===== src/hw/rtl/ukf_pkg.sv =====
package ukf_pkg;

   localparam int KNOWN_DEPTH   = 64;
   localparam int PENDING_DEPTH = 16;
   localparam int KEY_BYTES     = 8;
   localparam int KEY_W         = 8 * KEY_BYTES;
   localparam int CMD_W         = 2;
   localparam int MAXP_W        = 5;
   localparam int SLOT_W        = 5;
   localparam int QUEUE_DEPTH   = 2;

   localparam int KNOWN_AW   = (KNOWN_DEPTH > 1) ? $clog2(KNOWN_DEPTH) : 1;
   localparam int PEND_AW    = (PENDING_DEPTH > 1) ? $clog2(PENDING_DEPTH) : 1;
   localparam int KNOWN_CW   = $clog2(KNOWN_DEPTH + 1);
   localparam int PEND_CW    = $clog2(PENDING_DEPTH + 1);
   localparam int IDX_W      = (KNOWN_CW > PEND_CW) ? KNOWN_CW : PEND_CW;
   localparam int QUEUE_AW   = (QUEUE_DEPTH > 1) ? $clog2(QUEUE_DEPTH) : 1;
   localparam int QUEUE_CW   = $clog2(QUEUE_DEPTH + 1);

   localparam logic [MAXP_W-1:0] NEW_KEY_CAP_RESET = MAXP_W'(16);

   localparam logic [CMD_W-1:0] CMD_LOAD  = 2'd0;
   localparam logic [CMD_W-1:0] CMD_QUERY = 2'd1;
   localparam logic [CMD_W-1:0] CMD_END   = 2'd2;

   localparam logic [1:0] OP_LOAD  = 2'd0;
   localparam logic [1:0] OP_QUERY = 2'd1;
   localparam logic [1:0] OP_END   = 2'd2;

   typedef struct packed {
      logic [CMD_W-1:0] cmd;
      logic [KEY_W-1:0] key;
   } req_type;

   typedef struct packed {
      logic              is_summary;
      logic [KEY_W-1:0]  callsign;
      logic [SLOT_W-1:0] slot_or_count;
   } rsp_type;

   typedef struct packed {
      logic [1:0]       op;
      logic [KEY_W-1:0] key;
   } work_type;

   function automatic logic [KEY_W-1:0] norm_key(input logic [KEY_W-1:0] k);
      logic [KEY_W-1:0] r;
      logic             live;
      r    = '0;
      live = 1'b1;
      for (int i = 0; i < KEY_BYTES; i++) begin
         live = live & (k[8*i +: 8] != 8'd0);
         r[8*i +: 8] = live ? k[8*i +: 8] : 8'd0;
      end
      return r;
   endfunction

endpackage


===== src/hw/rtl/ukf_queue.sv =====
module ukf_queue (
   input  logic              clock,
   input  logic              reset,
   input  logic              push,
   input  ukf_pkg::work_type push_data,
   output logic              full,
   input  logic              pop,
   output ukf_pkg::work_type pop_data,
   output logic              empty
);

   localparam int Aw    = ukf_pkg::QUEUE_AW;
   localparam int Cw    = ukf_pkg::QUEUE_CW;
   localparam int Depth = ukf_pkg::QUEUE_DEPTH;

   ukf_pkg::work_type entry_ff [Depth];
   logic [Aw-1:0] wr_ptr_ff, wr_ptr_in;
   logic [Aw-1:0] rd_ptr_ff, rd_ptr_in;
   logic [Cw-1:0] count_ff, count_in;

   assign full     = (count_ff == Cw'(Depth));
   assign empty    = (count_ff == '0);
   assign pop_data = entry_ff[rd_ptr_ff];

   always_comb begin
      wr_ptr_in = wr_ptr_ff;
      rd_ptr_in = rd_ptr_ff;
      count_in  = count_ff;
      if (push) begin
         wr_ptr_in = (wr_ptr_ff == Aw'(Depth - 1)) ? '0 : wr_ptr_ff + Aw'(1);
      end
      if (pop) begin
         rd_ptr_in = (rd_ptr_ff == Aw'(Depth - 1)) ? '0 : rd_ptr_ff + Aw'(1);
      end
      if (push && !pop) begin
         count_in = count_ff + Cw'(1);
      end else if (pop && !push) begin
         count_in = count_ff - Cw'(1);
      end
   end

   always_ff @(posedge clock) begin
      if (reset) begin
         wr_ptr_ff <= '0;
         rd_ptr_ff <= '0;
         count_ff  <= '0;
      end else begin
         wr_ptr_ff <= wr_ptr_in;
         rd_ptr_ff <= rd_ptr_in;
         count_ff  <= count_in;
      end
      if (push) begin
         entry_ff[wr_ptr_ff] <= push_data;
      end
   end

   a_no_overflow: assert property (@(posedge clock) disable iff (reset)
      full |-> !push || pop)
      else $error("queue written while full");

   a_no_underflow: assert property (@(posedge clock) disable iff (reset)
      empty |-> !pop)
      else $error("queue read while empty");

   a_count_bound: assert property (@(posedge clock) disable iff (reset)
      count_ff <= Cw'(Depth))
      else $error("queue count beyond depth");

endmodule


===== config.mk =====
export PLATFORM = sky130hd
export DESIGN_NAME = ukf_queue
export DESIGN_NICKNAME = d
export VERILOG_FILES = /design/src/hw/rtl/ukf_pkg.sv /design/src/hw/rtl/ukf_queue.sv
export SDC_FILE = /design/constraint.sdc
export NUM_CORES = 1
export LEC_CHECK = 0
export ABC_AREA = 0
export BUFFER_PORTS_ARGS = -buffer_cell sky130_fd_sc_hd__buf_4
export CORE_MARGIN = 2
export CORE_UTILIZATION = 56
export CTS_CLUSTER_DIAMETER = 50
export DETAILED_ROUTE_END_ITERATION = 7
export GPL_ROUTABILITY_DRIVEN = 0
export PLACE_DENSITY_LB_ADDON = 0.3
export SLEW_MARGIN = 0
export SYNTH_ARGS = -nofsm -noshare
export SYNTH_HDL_FRONTEND = slang
export SYNTH_SLANG_ARGS = --single-unit

===== constraint.sdc =====
create_clock -name clock -period 7 [get_ports clock]
set_clock_uncertainty 0.15 [all_clocks]
set_input_delay 1.4 -clock clock [delete_from_list [all_inputs] [get_ports clock]]
set_output_delay 1.4 -clock clock [all_outputs]
set_load 0.01 [all_outputs]

# ---- Word level (Yosys, flattened, before mapping)
# Memories as Yosys holds them, arrays and structs flattened. A register that Yosys moved wholly into a read port is not among the register bits.
# Cells that the tools add are included.
dict set report totals {
  input_bits 70
  mem_bits_rw 132
  reg_bits 4
  out_inout_bits 68
  n_memories 1
  word_cells 23
}
dict set report op_classes {
  mux 8
  reduce_logical 6
  eq_ne 1
  add_sub_neg 4
}
# memory words word_bits rd rd_ports_with_merged_regs write_ports line
set mem_list {}
lappend mem_list {entry_ff 2 66 1 1 1 ukf_queue.sv:16} ;# ukf_pkg::work_type entry_ff [Depth];
# operator count
set op_table {}
lappend op_table {{2-to-1 mux 1 bit} 6}
lappend op_table {{2-to-1 mux 2 bit} 2}
lappend op_table {{adder 1 bit (second input constant)} 2}
lappend op_table {{adder 2 x 1 -> 2 bit (second input constant)} 1}
lappend op_table {{== test 2 bit (second input constant)} 1}
lappend op_table {{logical AND 1 bit} 2}
lappend op_table {{logical NOT 1 bit} 2}
lappend op_table {{logical NOT 2 bit} 1}
lappend op_table {{nonzero test 2 bit} 1}
lappend op_table {{subtractor 2 x 1 -> 2 bit (second input constant)} 1}

# ---- Depth between registers and ports, before layout
dict set report depth {
  ltp_word 4
  mapped_depth 5
  ltp_nobuf 5
}

# ---- Least setup slack after synthesis
# No wires, ideal clock.
dict set report synth_path {
  path_type {input port to flip-flop}
  from {in push}
  to {mem entry_ff[0][0] (netlist bit) (enable)}
  setup_ns 0.498
  cell_stages 1
  required_time_ns 6.352
  n_path_buf 0
  slack_ns 2.052
  arrival_time_ns 4.300
  cell_sequence {nor2b_1}
}
dict set report synth_via {
  elab_chain_len 2
}
# element line
set synth_lines {}
lappend synth_lines {{start, declared} ukf_queue.sv:4} ;# input logic push,
lappend synth_lines {{2-to-1 mux 1 bit} ukf_queue.sv:52} ;# if (push) begin
lappend synth_lines {{2-to-1 mux 1 bit (not written as such)} ukf_queue.sv:53} ;# entry_ff[wr_ptr_ff] <= push_data;
lappend synth_lines {{end, declared} ukf_queue.sv:16}
# Every way passes these cells.

==> results.toml <==
[outcome]
status = "complete, no violations"

[drt]
dr.pass1.iters = 4
wl_per_cell_um = 17.9
vias_per_cell = 5.16
postRouteAntennaNets = 0
num_vias = 2569
drtIter0Drc = 86
drc = 0
wirelength_mm = 8.89

[logic_synthesis]
synth_sequential_area_ratio_pct = 81.6
ys_ff_latch = 137
synth_edf_count = 132
netlist_area_mm2 = 0.00498
synth.distinct_cells = 17
yosysMostFrequentCell = "edfxtp_1"
yosysTopAreaCellShare_pct = 79.6
synth_warnings = 0
synth_common_cells = "132 x edfxtp_1, 66 x mux2_2, 5 x dfxtp_1, 5 x nor2_1, 4 x buf_6"
yosys-top-cells-area = "edfxtp_1 80%, mux2_2 15%, dfxtp_1 2.0%, buf_6 0.90%, nor2_1 0.38%"
syn_inst = 227
ys_async_sr_fraction_pct = 0
ys.flop_type = "edfxtp_1"
synth_nets = 298
syn_avg_cell_area_um2 = 21.9
yosys.area.top_type = "edfxtp_1"

[timing]
timing.final.max_slew_violations = 0
tightest_slew_ns = 1.00
setup_viol = 0
layout_min_cycle_time_ns = 3.97
max_freq_mhz = 252
tns_ns = 0
fin_hold_ws_ns = 0.371
hold_violations = 0
period_share_pct = 56.7
rsz0062_at_grt = "no"
timing.slew.headroom_pct = 33.2

[worst_setup_path]
cp_max_fo = 34
critPathCaptureType = "output pin"
crit_path_cell_trace = "buf_4, mux2_2, buf_4"
start_kind = "flop"
critPathSlowestCell = "dfxtp_2"
cpMostUsedCell = "buf_4"
cp.arrival_ns = 2.42
cp_slowest_stage_delay_ns = 0.83
rr_worst_depth = 2
crit_required_ns = 5.45
timing.rr.start = "wr_ptr_ff"
cp_top_family = "flip-flops"
criticalPathCategory = "reg2out"
crit_buf_inv = 2
cp-endpoint = "pop_data[33]"
r2r_slack_ns = 4.79
cp.depth = 3
r2r-end = "entry_ff[0][22]"

[floorplan]
die_h_um = 98.3
core_mm2 = 0.00868
die_area_mm2 = 0.00966
rows = 34
die_w_um = 98.3
start_util_pct = 57.4
io_pins = 138

[cts]
cts_made_buffers = 17
cts.sinks = 137
htreeDepth = 4
ctsRootBufferMaster = "clkbuf_8"
cts_resized = 0
cts_tree = "done"
cts_setup_buffers = 0
cts_buffer_depth = 2
clock_latency_ns = 0.49
clk_pin_slew_ns = 0.05
ctsHoldBuffers = 0

[place]
port_buffers = 137
dp_hpwl_mm = 5.56

[final_layout]
antennaDiodeCount = 0
drive_gt1_share_pct = 61.0
final_nets = 450
syn_to_final_growth_pct = 34.7
fillers = 483

[global_routing]
grt_pass1_wl_mm = 13.7
grt_max_degree = 52
overflow = 0
grt_pass1_vias = 2708
grtUsageTotal_pct = 19.2
antenna_found_initial = 0

[run]
maxCapViolations = 0

[pwr]
p_leak_nw = 2.55
power.total_w = 0.00209
peakVddDrop_mv = 0.201
p_per_area_mw_per_mm2 = 311

[min_path]
hp-class = "reg2reg"
holdCritStartpoint = "count_ff[1]"
==> area by class of cell <==
type,instances,area [µm²],share of cell area [%]
tap,108,135,2.02
multi-input combinational,82,856,12.8
clock buffer,18,418,6.23
timing repair buffer,140,1050,15.7
clock inverter,12,176,2.63
inverter,1,3.75,0.0560
sequential,137,4070,60.6
==> power breakdown <==
group          leakage, nW  switching (W)  internal, W
clock                0.288       0.000311     0.000574
sequential            1.28      0.0000211     0.000957
combinational        0.979      0.0000978     0.000124
==> metrics by stage <==
stage	instance area, µm²	std cells	util (%)	setup WS (ns)
final	6710	498	77.3	3.03
after global routing	6710	498	77.3	2.86
after CTS	6710	498	77.3	2.96
after detailed placement	6110	468	70.4	3.52
after global placement	6110	468	70.4	3.50
after floorplan	4980	227	-	2.05
==> state kept, by name (all words and copies together) (netlist names), named ones only <==
signal     flops
count_ff       2
rd_ptr_ff      1
wr_ptr_ff      1
entry_ff     132
==> worst min-delay path by stage <==
stage / to / slack (ns) / cells past startpoint
2_1_floorplan: count_ff[1] / 0.31 / 2
3_3_place_gp: count_ff[1] / 0.33 / 2
3_5_place_dp: count_ff[1] / 0.35 / 2
4_1_cts: rd_ptr_ff / 0.38 / 2
5_1_grt: rd_ptr_ff / 0.41 / 2
6_report: count_ff[1] / 0.37 / 2
==> cell usage in the layout, fill, tap and decap left out <==
| cell type | netlist | final |
|---|---|---|
| inv_1 | 1 | 1 |
| buf_4 | 1 | 140 |
| o21ai_0 | 1 | 1 |
| dfxtp_2 | 0 | 1 |
| clkbuf_16 | 0 | 16 |
| mux2_2 | 66 | 66 |
| clkinv_2 | 0 | 2 |
| and2_2 | 0 | 1 |
| clkinvlp_4 | 0 | 1 |
| dfxtp_1 | 5 | 4 |
| xnor2_1 | 2 | 2 |
| clkbuf_8 | 0 | 1 |
| xor2_1 | 2 | 2 |
| edfxtp_1 | 132 | 132 |
| inv_6 | 0 | 1 |
| clkbuf_1 | 0 | 1 |
| or3_1 | 1 | 1 |
| bufinv_16 | 0 | 4 |
| nor2_1 | 5 | 5 |
| and2b_2 | 1 | 1 |
| clkinv_4 | 0 | 3 |
| nor2b_4 | 0 | 1 |
| clkinv_1 | 0 | 1 |
| a21oi_1 | 1 | 1 |
| ha_1 | 1 | 1 |
==> worst reg2reg max path, cell delays in order (launching register included) <==
cell	delay, ns
dfxtp_1	0.36
nor2b_4	0.80
buf_4	0.55
==> metal layers <==
| layer | part of all wire, % | GRT usage [%] | vias up |
|---|---|---|---|
| met5 | 0 | 0 | - |
| met4 | 0.60 | 6.32 | 0 |
| met3 | 8.5 | 8.02 | 4 |
| met2 | 51 | 31.2 | 104 |
| met1 | 40 | 23.5 | 1264 |
| li1 | - | - | 1197 |
==> cells by family (layout without fill, tap and decap cells) <==
kind of cell	count (synthesis)	in the layout	share of synthesized area, %
flops	137	137	81.6
mux	66	66	14.9
simple gates	9	9	0.930
buf+inv	8	171	1.33
xor+xnor	4	4	0.704
compound gates	2	2	0.201
fa+ha+maj	1	1	0.251
(Power assumes the default switching activity.)
