$ cat config.mk
export PLATFORM = sky130hd
export DESIGN_NAME = ukf_front
export DESIGN_NICKNAME = d
export VERILOG_FILES = /design/src/hw/rtl/ukf_pkg.sv /design/src/hw/rtl/ukf_front.sv
export SDC_FILE = /design/constraint.sdc
export NUM_CORES = 1
export LEC_CHECK = 0
export BUFFER_PORTS_ARGS = -buffer_cell sky130_fd_sc_hd__buf_2
export CORE_UTILIZATION = 45
export CTS_BUF_LIST = sky130_fd_sc_hd__clkbuf_4 sky130_fd_sc_hd__clkbuf_8 sky130_fd_sc_hd__clkbuf_16
export DETAILED_ROUTE_END_ITERATION = 10
export GPL_TIMING_DRIVEN = 0
export PLACE_DENSITY = 0.79
export SYNTH_ARGS = -nofsm -noshare
export SYNTH_HDL_FRONTEND = slang
export SYNTH_SLANG_ARGS = --single-unit
$ cat constraint.sdc
create_clock -name clock -period 3.2 [get_ports clock]
set_input_delay 0.48 -clock clock [delete_from_list [all_inputs] [get_ports clock]]
set_output_delay 0.48 -clock clock [all_outputs]
set_load 0.03 [all_outputs]
$ cat src/hw/rtl/ukf_pkg.sv
package ukf_pkg;

   localparam int KNOWN_DEPTH   = 64;
   localparam int PENDING_DEPTH = 16;
   localparam int KEY_BYTES     = 8;
   localparam int KEY_W         = 8 * KEY_BYTES;
   localparam int CMD_W         = 2;
   localparam int MAXP_W        = 5;
   localparam int SLOT_W        = 5;
   localparam int QUEUE_DEPTH   = 2;

   localparam int KNOWN_AW   = (KNOWN_DEPTH > 1) ? $clog2(KNOWN_DEPTH) : 1;
   localparam int PEND_AW    = (PENDING_DEPTH > 1) ? $clog2(PENDING_DEPTH) : 1;
   localparam int KNOWN_CW   = $clog2(KNOWN_DEPTH + 1);
   localparam int PEND_CW    = $clog2(PENDING_DEPTH + 1);
   localparam int IDX_W      = (KNOWN_CW > PEND_CW) ? KNOWN_CW : PEND_CW;
   localparam int QUEUE_AW   = (QUEUE_DEPTH > 1) ? $clog2(QUEUE_DEPTH) : 1;
   localparam int QUEUE_CW   = $clog2(QUEUE_DEPTH + 1);

   localparam logic [MAXP_W-1:0] NEW_KEY_CAP_RESET = MAXP_W'(16);

   localparam logic [CMD_W-1:0] CMD_LOAD  = 2'd0;
   localparam logic [CMD_W-1:0] CMD_QUERY = 2'd1;
   localparam logic [CMD_W-1:0] CMD_END   = 2'd2;

   localparam logic [1:0] OP_LOAD  = 2'd0;
   localparam logic [1:0] OP_QUERY = 2'd1;
   localparam logic [1:0] OP_END   = 2'd2;

   typedef struct packed {
      logic [CMD_W-1:0] cmd;
      logic [KEY_W-1:0] key;
   } req_type;

   typedef struct packed {
      logic              is_summary;
      logic [KEY_W-1:0]  callsign;
      logic [SLOT_W-1:0] slot_or_count;
   } rsp_type;

   typedef struct packed {
      logic [1:0]       op;
      logic [KEY_W-1:0] key;
   } work_type;

   function automatic logic [KEY_W-1:0] norm_key(input logic [KEY_W-1:0] k);
      logic [KEY_W-1:0] r;
      logic             live;
      r    = '0;
      live = 1'b1;
      for (int i = 0; i < KEY_BYTES; i++) begin
         live = live & (k[8*i +: 8] != 8'd0);
         r[8*i +: 8] = live ? k[8*i +: 8] : 8'd0;
      end
      return r;
   endfunction

endpackage

$ cat src/hw/rtl/ukf_front.sv
module ukf_front (
   input  logic              clock,
   input  logic              reset,
   input  logic              req_valid,
   output logic              req_ready,
   input  ukf_pkg::req_type  req_data,
   output logic              push,
   output ukf_pkg::work_type push_data,
   input  logic              full
);

   logic              frt_vld_ff, frt_vld_in;
   ukf_pkg::work_type frt_ff, frt_in;
   logic              accept;
   logic              keep;
   logic [ukf_pkg::KEY_W-1:0] nkey;

   assign push      = frt_vld_ff && !full;
   assign push_data = frt_ff;
   assign req_ready = !frt_vld_ff || push;
   assign accept    = req_valid && req_ready;
   assign nkey      = ukf_pkg::norm_key(req_data.key);

   always_comb begin
      keep       = 1'b0;
      frt_in.key = nkey;
      frt_in.op  = ukf_pkg::OP_LOAD;
      case (req_data.cmd)
         ukf_pkg::CMD_LOAD: begin
            keep      = 1'b1;
            frt_in.op = ukf_pkg::OP_LOAD;
         end
         ukf_pkg::CMD_QUERY: begin
            keep      = (nkey[7:0] != 8'd0);
            frt_in.op = ukf_pkg::OP_QUERY;
         end
         ukf_pkg::CMD_END: begin
            keep      = 1'b1;
            frt_in.op = ukf_pkg::OP_END;
         end
         default: begin
            keep = 1'b0;
         end
      endcase
   end

   always_comb begin
      frt_vld_in = frt_vld_ff && !push;
      if (accept) begin
         frt_vld_in = keep;
      end
   end

   always_ff @(posedge clock) begin
      if (reset) begin
         frt_vld_ff <= 1'b0;
      end else begin
         frt_vld_ff <= frt_vld_in;
      end
      if (accept) begin
         frt_ff <= frt_in;
      end
   end

endmodule

==> Word-level counts from Yosys, hierarchy flattened <==
Index checks and enable logic that the tools add are counted.
{ "word_totals": {"elab_cells": 41, "reg_bits": 67, "in_bits": 70, "romBits": 0, "latch_bits": 0, "out_inout_bits": 68, "ramBits": 0, "memories": 0} }
{ "classes": {"n_eq_ne": 2, "reduce_logical": 18, "magnitude_cmp": 0, "n_mul": 0, "bitwise_logic": 7, "div_mod_pow": 0, "shift": 0, "addsub": 0, "n_mux": 4} }
{ "ops": {"columns": ["cell", "count"], "rows": [
  ["nonzero test 8 bit", 9],
  ["2-to-1 mux 8 bit", 1],
  ["bitwise AND 1 bit", 7],
  ["one-hot mux 2 bit (2 select lines)", 1],
  ["logical AND 1 bit", 3],
  ["zero test 1 bit", 3],
  ["== test 2 x 1 -> 1 bit (second input constant)", 1],
  ["== test 2 bit (second input constant)", 1],
  ["zero test 2 bit", 1],
  ["one-hot mux 1 bit (2 select lines)", 1],
  ["OR reduction 2 bit", 1],
  ["logical OR 1 bit", 1],
  ["2-to-1 mux 1 bit", 1]
]} }

==> Longest topological paths before layout <==
{ "logic_depth": {"ltp_word": 8, "mapped_depth": 5, "depth_no_buf": 4} }

==> Worst setup path before layout <==
No wires, ideal clock.
{ "synth_timing": {"path_kind": "input-to-reg", "from": "in full", "to": "reg frt_ff, in the netlist push_data[0] (enable)", "path_buffers": 0, "stages": 2, "setup_ns": 0.431, "path_slack_ns": 0.418, "arrival_time_ns": 2.351, "cell_sequence": "nand2_1 > and2_1"} }
{ "synth_between": {"elab_chain_len": 4} }
{ "synth_lines": {"columns": ["element", "line_no", "text"], "rows": [
  ["start: declaration", "ukf_front.sv:9", "input logic full"],
  ["zero test 1 bit", "ukf_front.sv:18", "assign push = frt_vld_ff && !full;"],
  ["logical AND 1 bit", "ukf_front.sv:18", null],
  ["logical OR 1 bit", "ukf_front.sv:20", "assign req_ready = !frt_vld_ff || push;"],
  ["logical AND 1 bit", "ukf_front.sv:21", "assign accept = req_valid && req_ready;"],
  ["named net accept", "ukf_front.sv:14", "logic accept;"],
  ["end signal: assignment", "ukf_front.sv:61", "frt_ff <= frt_in;"],
  ["end: declaration", "ukf_front.sv:13", "ukf_pkg::work_type frt_ff, frt_in;"]
]} }
The timed path passes the listed nets, and every way through them passes these cells.
A chain may end at the register's enable or synchronous reset.

==> Worst setup path after layout <==
{ "layout_timing": {"from": "reg frt_vld_ff", "to": "reg frt_ff, in the netlist push_data[18] (enable)"} }
{ "layout_between": {"elab_chain_len": 3} }
{ "layout_lines": {"columns": ["element", "line_no", "text"], "rows": [
  ["start: declaration", "ukf_front.sv:12", "logic frt_vld_ff, frt_vld_in;"],
  ["start signal: assignment", "ukf_front.sv:58", "frt_vld_ff <= frt_vld_in;"],
  ["zero test 1 bit or logical AND 1 bit (tied branches)", "ukf_front.sv:20, ukf_front.sv:18", null],
  ["logical OR 1 bit *", "ukf_front.sv:20", null],
  ["logical AND 1 bit *", "ukf_front.sv:21", null],
  ["named net accept", "ukf_front.sv:14", null]
]} }
Mark *: on every way through the listed nets, which the timed path passes. The rest lies on a longest branch.

==> reports/results.env <==
POST-PLACE-WS_NS=1.206
GRT_FIRST_PASS_WIRELENGTH_MM=9.177
DETAILEDROUTE.FIRSTPASSITERATIONCOUNT=4
VDD.IR_DROP.WORST_V=0.0002482
CP_SLOWEST_STAGE_DELAY_NS=0.65
FILLER_CELL_COUNT=493
CTS_INSERTED_BUFFERS=9
NUM_ANTENNA_CELLS=0
HOLDCRITSTARTPOINT='reset'
GRT_OVERFLOW=0
DIEHEIGHT_UM=80.99
SETUP_VIOL=0
GRT_USAGE=0.1935
NUMBER_OF_PORT_BUFFERS=137
HOLD_PATH_DEPTH=2
P_PER_AREA_nW_PER_UM2=529.9
WORST_SETUP_HOLD_PATH_CLK_SLEW_NS=0.07
RRSETUPSLACK_NS=1.53
INITIALDRTVIOLATIONCOUNT=104
TOTALWIRELENGTH_MM=6.046
SYNTH-SEQ-AREA-SHARE=0.7130
CP.ARRIVAL_NS=1.69
NETLIST-CELL-TYPE-COUNT=23
CLKLATENCYLATEPIN_NS=0.32
VIAS_PER_STD_CELL=4.912
FIN_SETUP_TNS_NS=0
STATUS='completed'
RR_STARTPOINT='frt_vld_ff'
MIN-DELAY-PATH-CLASS='in -> reg'
POST_SYNTH_INST_COUNT=204
TIMING.FINAL.MAX_SLEW_VIOLATIONS=0
MAX_SLEW.WORST_PIN.SLEW_NS=0.7515
POST_CTS_RESIZE_COUNT=0
MAX_CAP_VIOL_COUNT=0
NNETSFINAL=423
MAX_CLOCK_FREQ_MHz=600.4
DPL.HPWL_MM=4.596
STARTING_UTILIZATION_OF_THE_CORE_AREA=0.4714
POSTSYNTHAREAPERCELL_UM2=13.76
DIE-WIDTH_UM=80.99
IO_PINS=138
MIN_PERIOD_NS=1.666
POSTCTSSETUPBUFFERS=0
SYNTH_FP_NETS=274
MAXIMUM_NUMBER_OF_PINS_ON_ONE_NET_BEFORE_GLOBAL_ROUTE_REPAIR=37
NUMBER_OF_GLOBAL_ROUTE_VIAS_BEFORE_REPAIR=1976
SETUP.WORST_PATH.END_CLASS='flip-flop'
LEVEL_COUNT_OF_THE_CLOCK_H_TREE=3
MAXSLEWHEADROOM=0.4990
FLOORPLAN.DIE_AREA_UM2=6559
DETAILROUTE.VIA_COUNT=2127
CRIT_CHAIN='nand2_1 -> and2_2 -> buf_12'
R2R_CELLS=3
CTS_TREE='yes'
CP.REQUIRED_NS=3.23
CRIT_FANOUT=36
SYN-CELL-AREA_UM2=2808
AREA_GROWTH_SYN_TO_LAYOUT_PCT=35.38
ANTENNA_VIOLATIONS_BEFORE_REPAIR=0
CRITPATHSLOWESTCELL='sky130_fd_sc_hd__and2_2'
ANTENNA_LEFT=0
CTS-ROOT-BUF='sky130_fd_sc_hd__clkbuf_8'
YOSYSWARNINGS=0
YOSYS_REGISTER_BITS=67
CTSHOLDBUFFERS=0
POST-ROUTE-PERIOD-UTIL=0.5205
SETUP.WORST_PATH.START='frt_vld_ff'
ROUTED_WL_PER_CELL_UM=13.96
RSZ0062_AT_GRT='no'
LAYOUT-DRIVE-GT1-SHARE=0.5056
HOLD-PATH-ENDPOINT='frt_vld_ff'
CLOCK_SINKS=67
HOLD_VIOL=0
FINALWORSTSETUPSLACK_NS=1.534
WORSTREG2REGEND='push_data[18]'
CORE_AREA_UM2=5956
FINAL.SETUP_SKEW_NS=0.005627
REMAINING_DRC_ERRORS=0
LEAKAGE_nW=1.717
FP-ROW-COUNT=28
CRITICAL_SETUP_PATH_CLASS='reg -> reg'
GP_ROUTABILITY_CONGESTION=0.7477
CTS-ROOT-TO-SINK-BUFFERS=2
WORST_SETUP_PATH_START_KIND='flip-flop'
==> layer usage <==
layer / global-route usage / vias to the layer above / wire, um
met2: 0.3067 / 104 / 2916
met1: 0.2374 / 961 / 2432
met3: 0.05281 / 15 / 521
met5: 0 / - / 0
li1: - / 1047 / -
met4: 0.1125 / 0 / 175
==> cells in the final DEF, fill, tap and decap left out, types with 5 or more instances in the layout <==
cell type / n
sky130_fd_sc_hd__buf_2: 139
sky130_fd_sc_hd__edfxtp_1: 66
sky130_fd_sc_hd__nor4_1: 24
sky130_fd_sc_hd__inv_1: 17
sky130_fd_sc_hd__nor2_1: 17
sky130_fd_sc_hd__nand2_1: 12
sky130_fd_sc_hd__and3_1: 10
sky130_fd_sc_hd__clkbuf_8: 9
sky130_fd_sc_hd__nand3_1: 8
sky130_fd_sc_hd__and2_1: 8
sky130_fd_sc_hd__clkbuf_1: 6
sky130_fd_sc_hd__nor4_2: 6
sky130_fd_sc_hd__and3_2: 6
sky130_fd_sc_hd__nand2_2: 5
sky130_fd_sc_hd__buf_6: 5
==> flip-flops by register name (all words and copies together) (netlist names) <==
name / cells
push_data: 66
frt_vld_ff: 1
==> how the worst max path moves through the flow <==
stage                    endpoint  slack [ns]
floorplan            push_data[0]        0.42
global placement    push_data[24]     -0.0008
detailed placement  push_data[24]        1.21
CTS                 push_data[18]        1.50
global route        push_data[20]        1.41
finish              push_data[18]        1.53
==> worst max-delay path, delay by kind of cell (launching register included) <==
kind	cells	cell delay, ns
buf+inv	1	0.30
simple gates	2	0.74
flops	1	0.31
==> cells in the mapped netlist <==
library cell	count	area share
sky130_fd_sc_hd__a21oi_1	2	0.0036
sky130_fd_sc_hd__inv_1	17	0.023
sky130_fd_sc_hd__clkbuf_1	6	0.0080
sky130_fd_sc_hd__nand2_4	1	0.0040
sky130_fd_sc_hd__o21ai_0	1	0.0018
sky130_fd_sc_hd__and2_1	9	0.020
sky130_fd_sc_hd__nand2_1	12	0.016
sky130_fd_sc_hd__and2_4	1	0.0031
sky130_fd_sc_hd__buf_6	5	0.020
sky130_fd_sc_hd__nor4_2	6	0.027
sky130_fd_sc_hd__edfxtp_1	66	0.71
sky130_fd_sc_hd__nand2_2	5	0.011
sky130_fd_sc_hd__and3_2	6	0.016
sky130_fd_sc_hd__buf_2	2	0.0036
sky130_fd_sc_hd__nand3_4	1	0.0062
sky130_fd_sc_hd__nand3_1	8	0.014
sky130_fd_sc_hd__nor2_1	17	0.023
sky130_fd_sc_hd__nor2b_1	2	0.0045
sky130_fd_sc_hd__nor4_1	24	0.053
sky130_fd_sc_hd__dfxtp_1	1	0.0071
sky130_fd_sc_hd__and3_1	10	0.022
sky130_fd_sc_hd__dlygate4sd1_1	1	0.0031
sky130_fd_sc_hd__dlygate4sd3_1	1	0.0036
==> final cells by class <==
cell class / count / area, um^2 / area share
Tap cell: 75 / 93.84 / 0.02469
Clock buffer: 11 / 138.9 / 0.03654
Sequential cell: 67 / 2002 / 0.5267
Buffer: 15 / 107.6 / 0.02831
Clock inverter: 5 / 53.80 / 0.01415
Timing Repair Buffer: 138 / 705.7 / 0.1856
Inverter: 17 / 63.81 / 0.01679
Multi-Input combinational cell: 105 / 635.6 / 0.1672
==> where the power goes <==
part / internal, mW / leakage [nW] / switching, mW
Sequential: 1.03 / 0.650 / 0.0115
Clock: 0.374 / 0.0938 / 0.310
Combinational: 0.0970 / 0.973 / 0.193
Total: 1.50 / 1.72 / 0.514
==> stage by stage <==
stage | power, mW | utilization | instances | hold slack, ns | instance area, um^2
6_report | 2.014 | 0.6382 | 433 | 0.2972 | 3801
5_1_grt | 2.096 | 0.6382 | 433 | 0.2808 | 3801
4_1_cts | 2.029 | 0.6382 | 433 | 0.2830 | 3801
3_5_place_dp | 1.352 | 0.6059 | 417 | 0.4947 | 3608
3_3_place_gp | 1.344 | 0.6023 | 416 | 0.4653 | 3587
2_1_floorplan | 1.237 | - | 204 | 0.5491 | 2808
==> cell families (layout without fill, tap and decap cells) <==
kind of cell,Yosys count,after routing,share of synthesized area
AND/OR/NAND/NOR,102,102,0.2206
AO/OA/AOI/OAI,3,3,0.005346
buffers and inverters,32,186,0.06105
flip-flops,67,67,0.7130
Note: power is estimated with default switching activity, not from simulation.
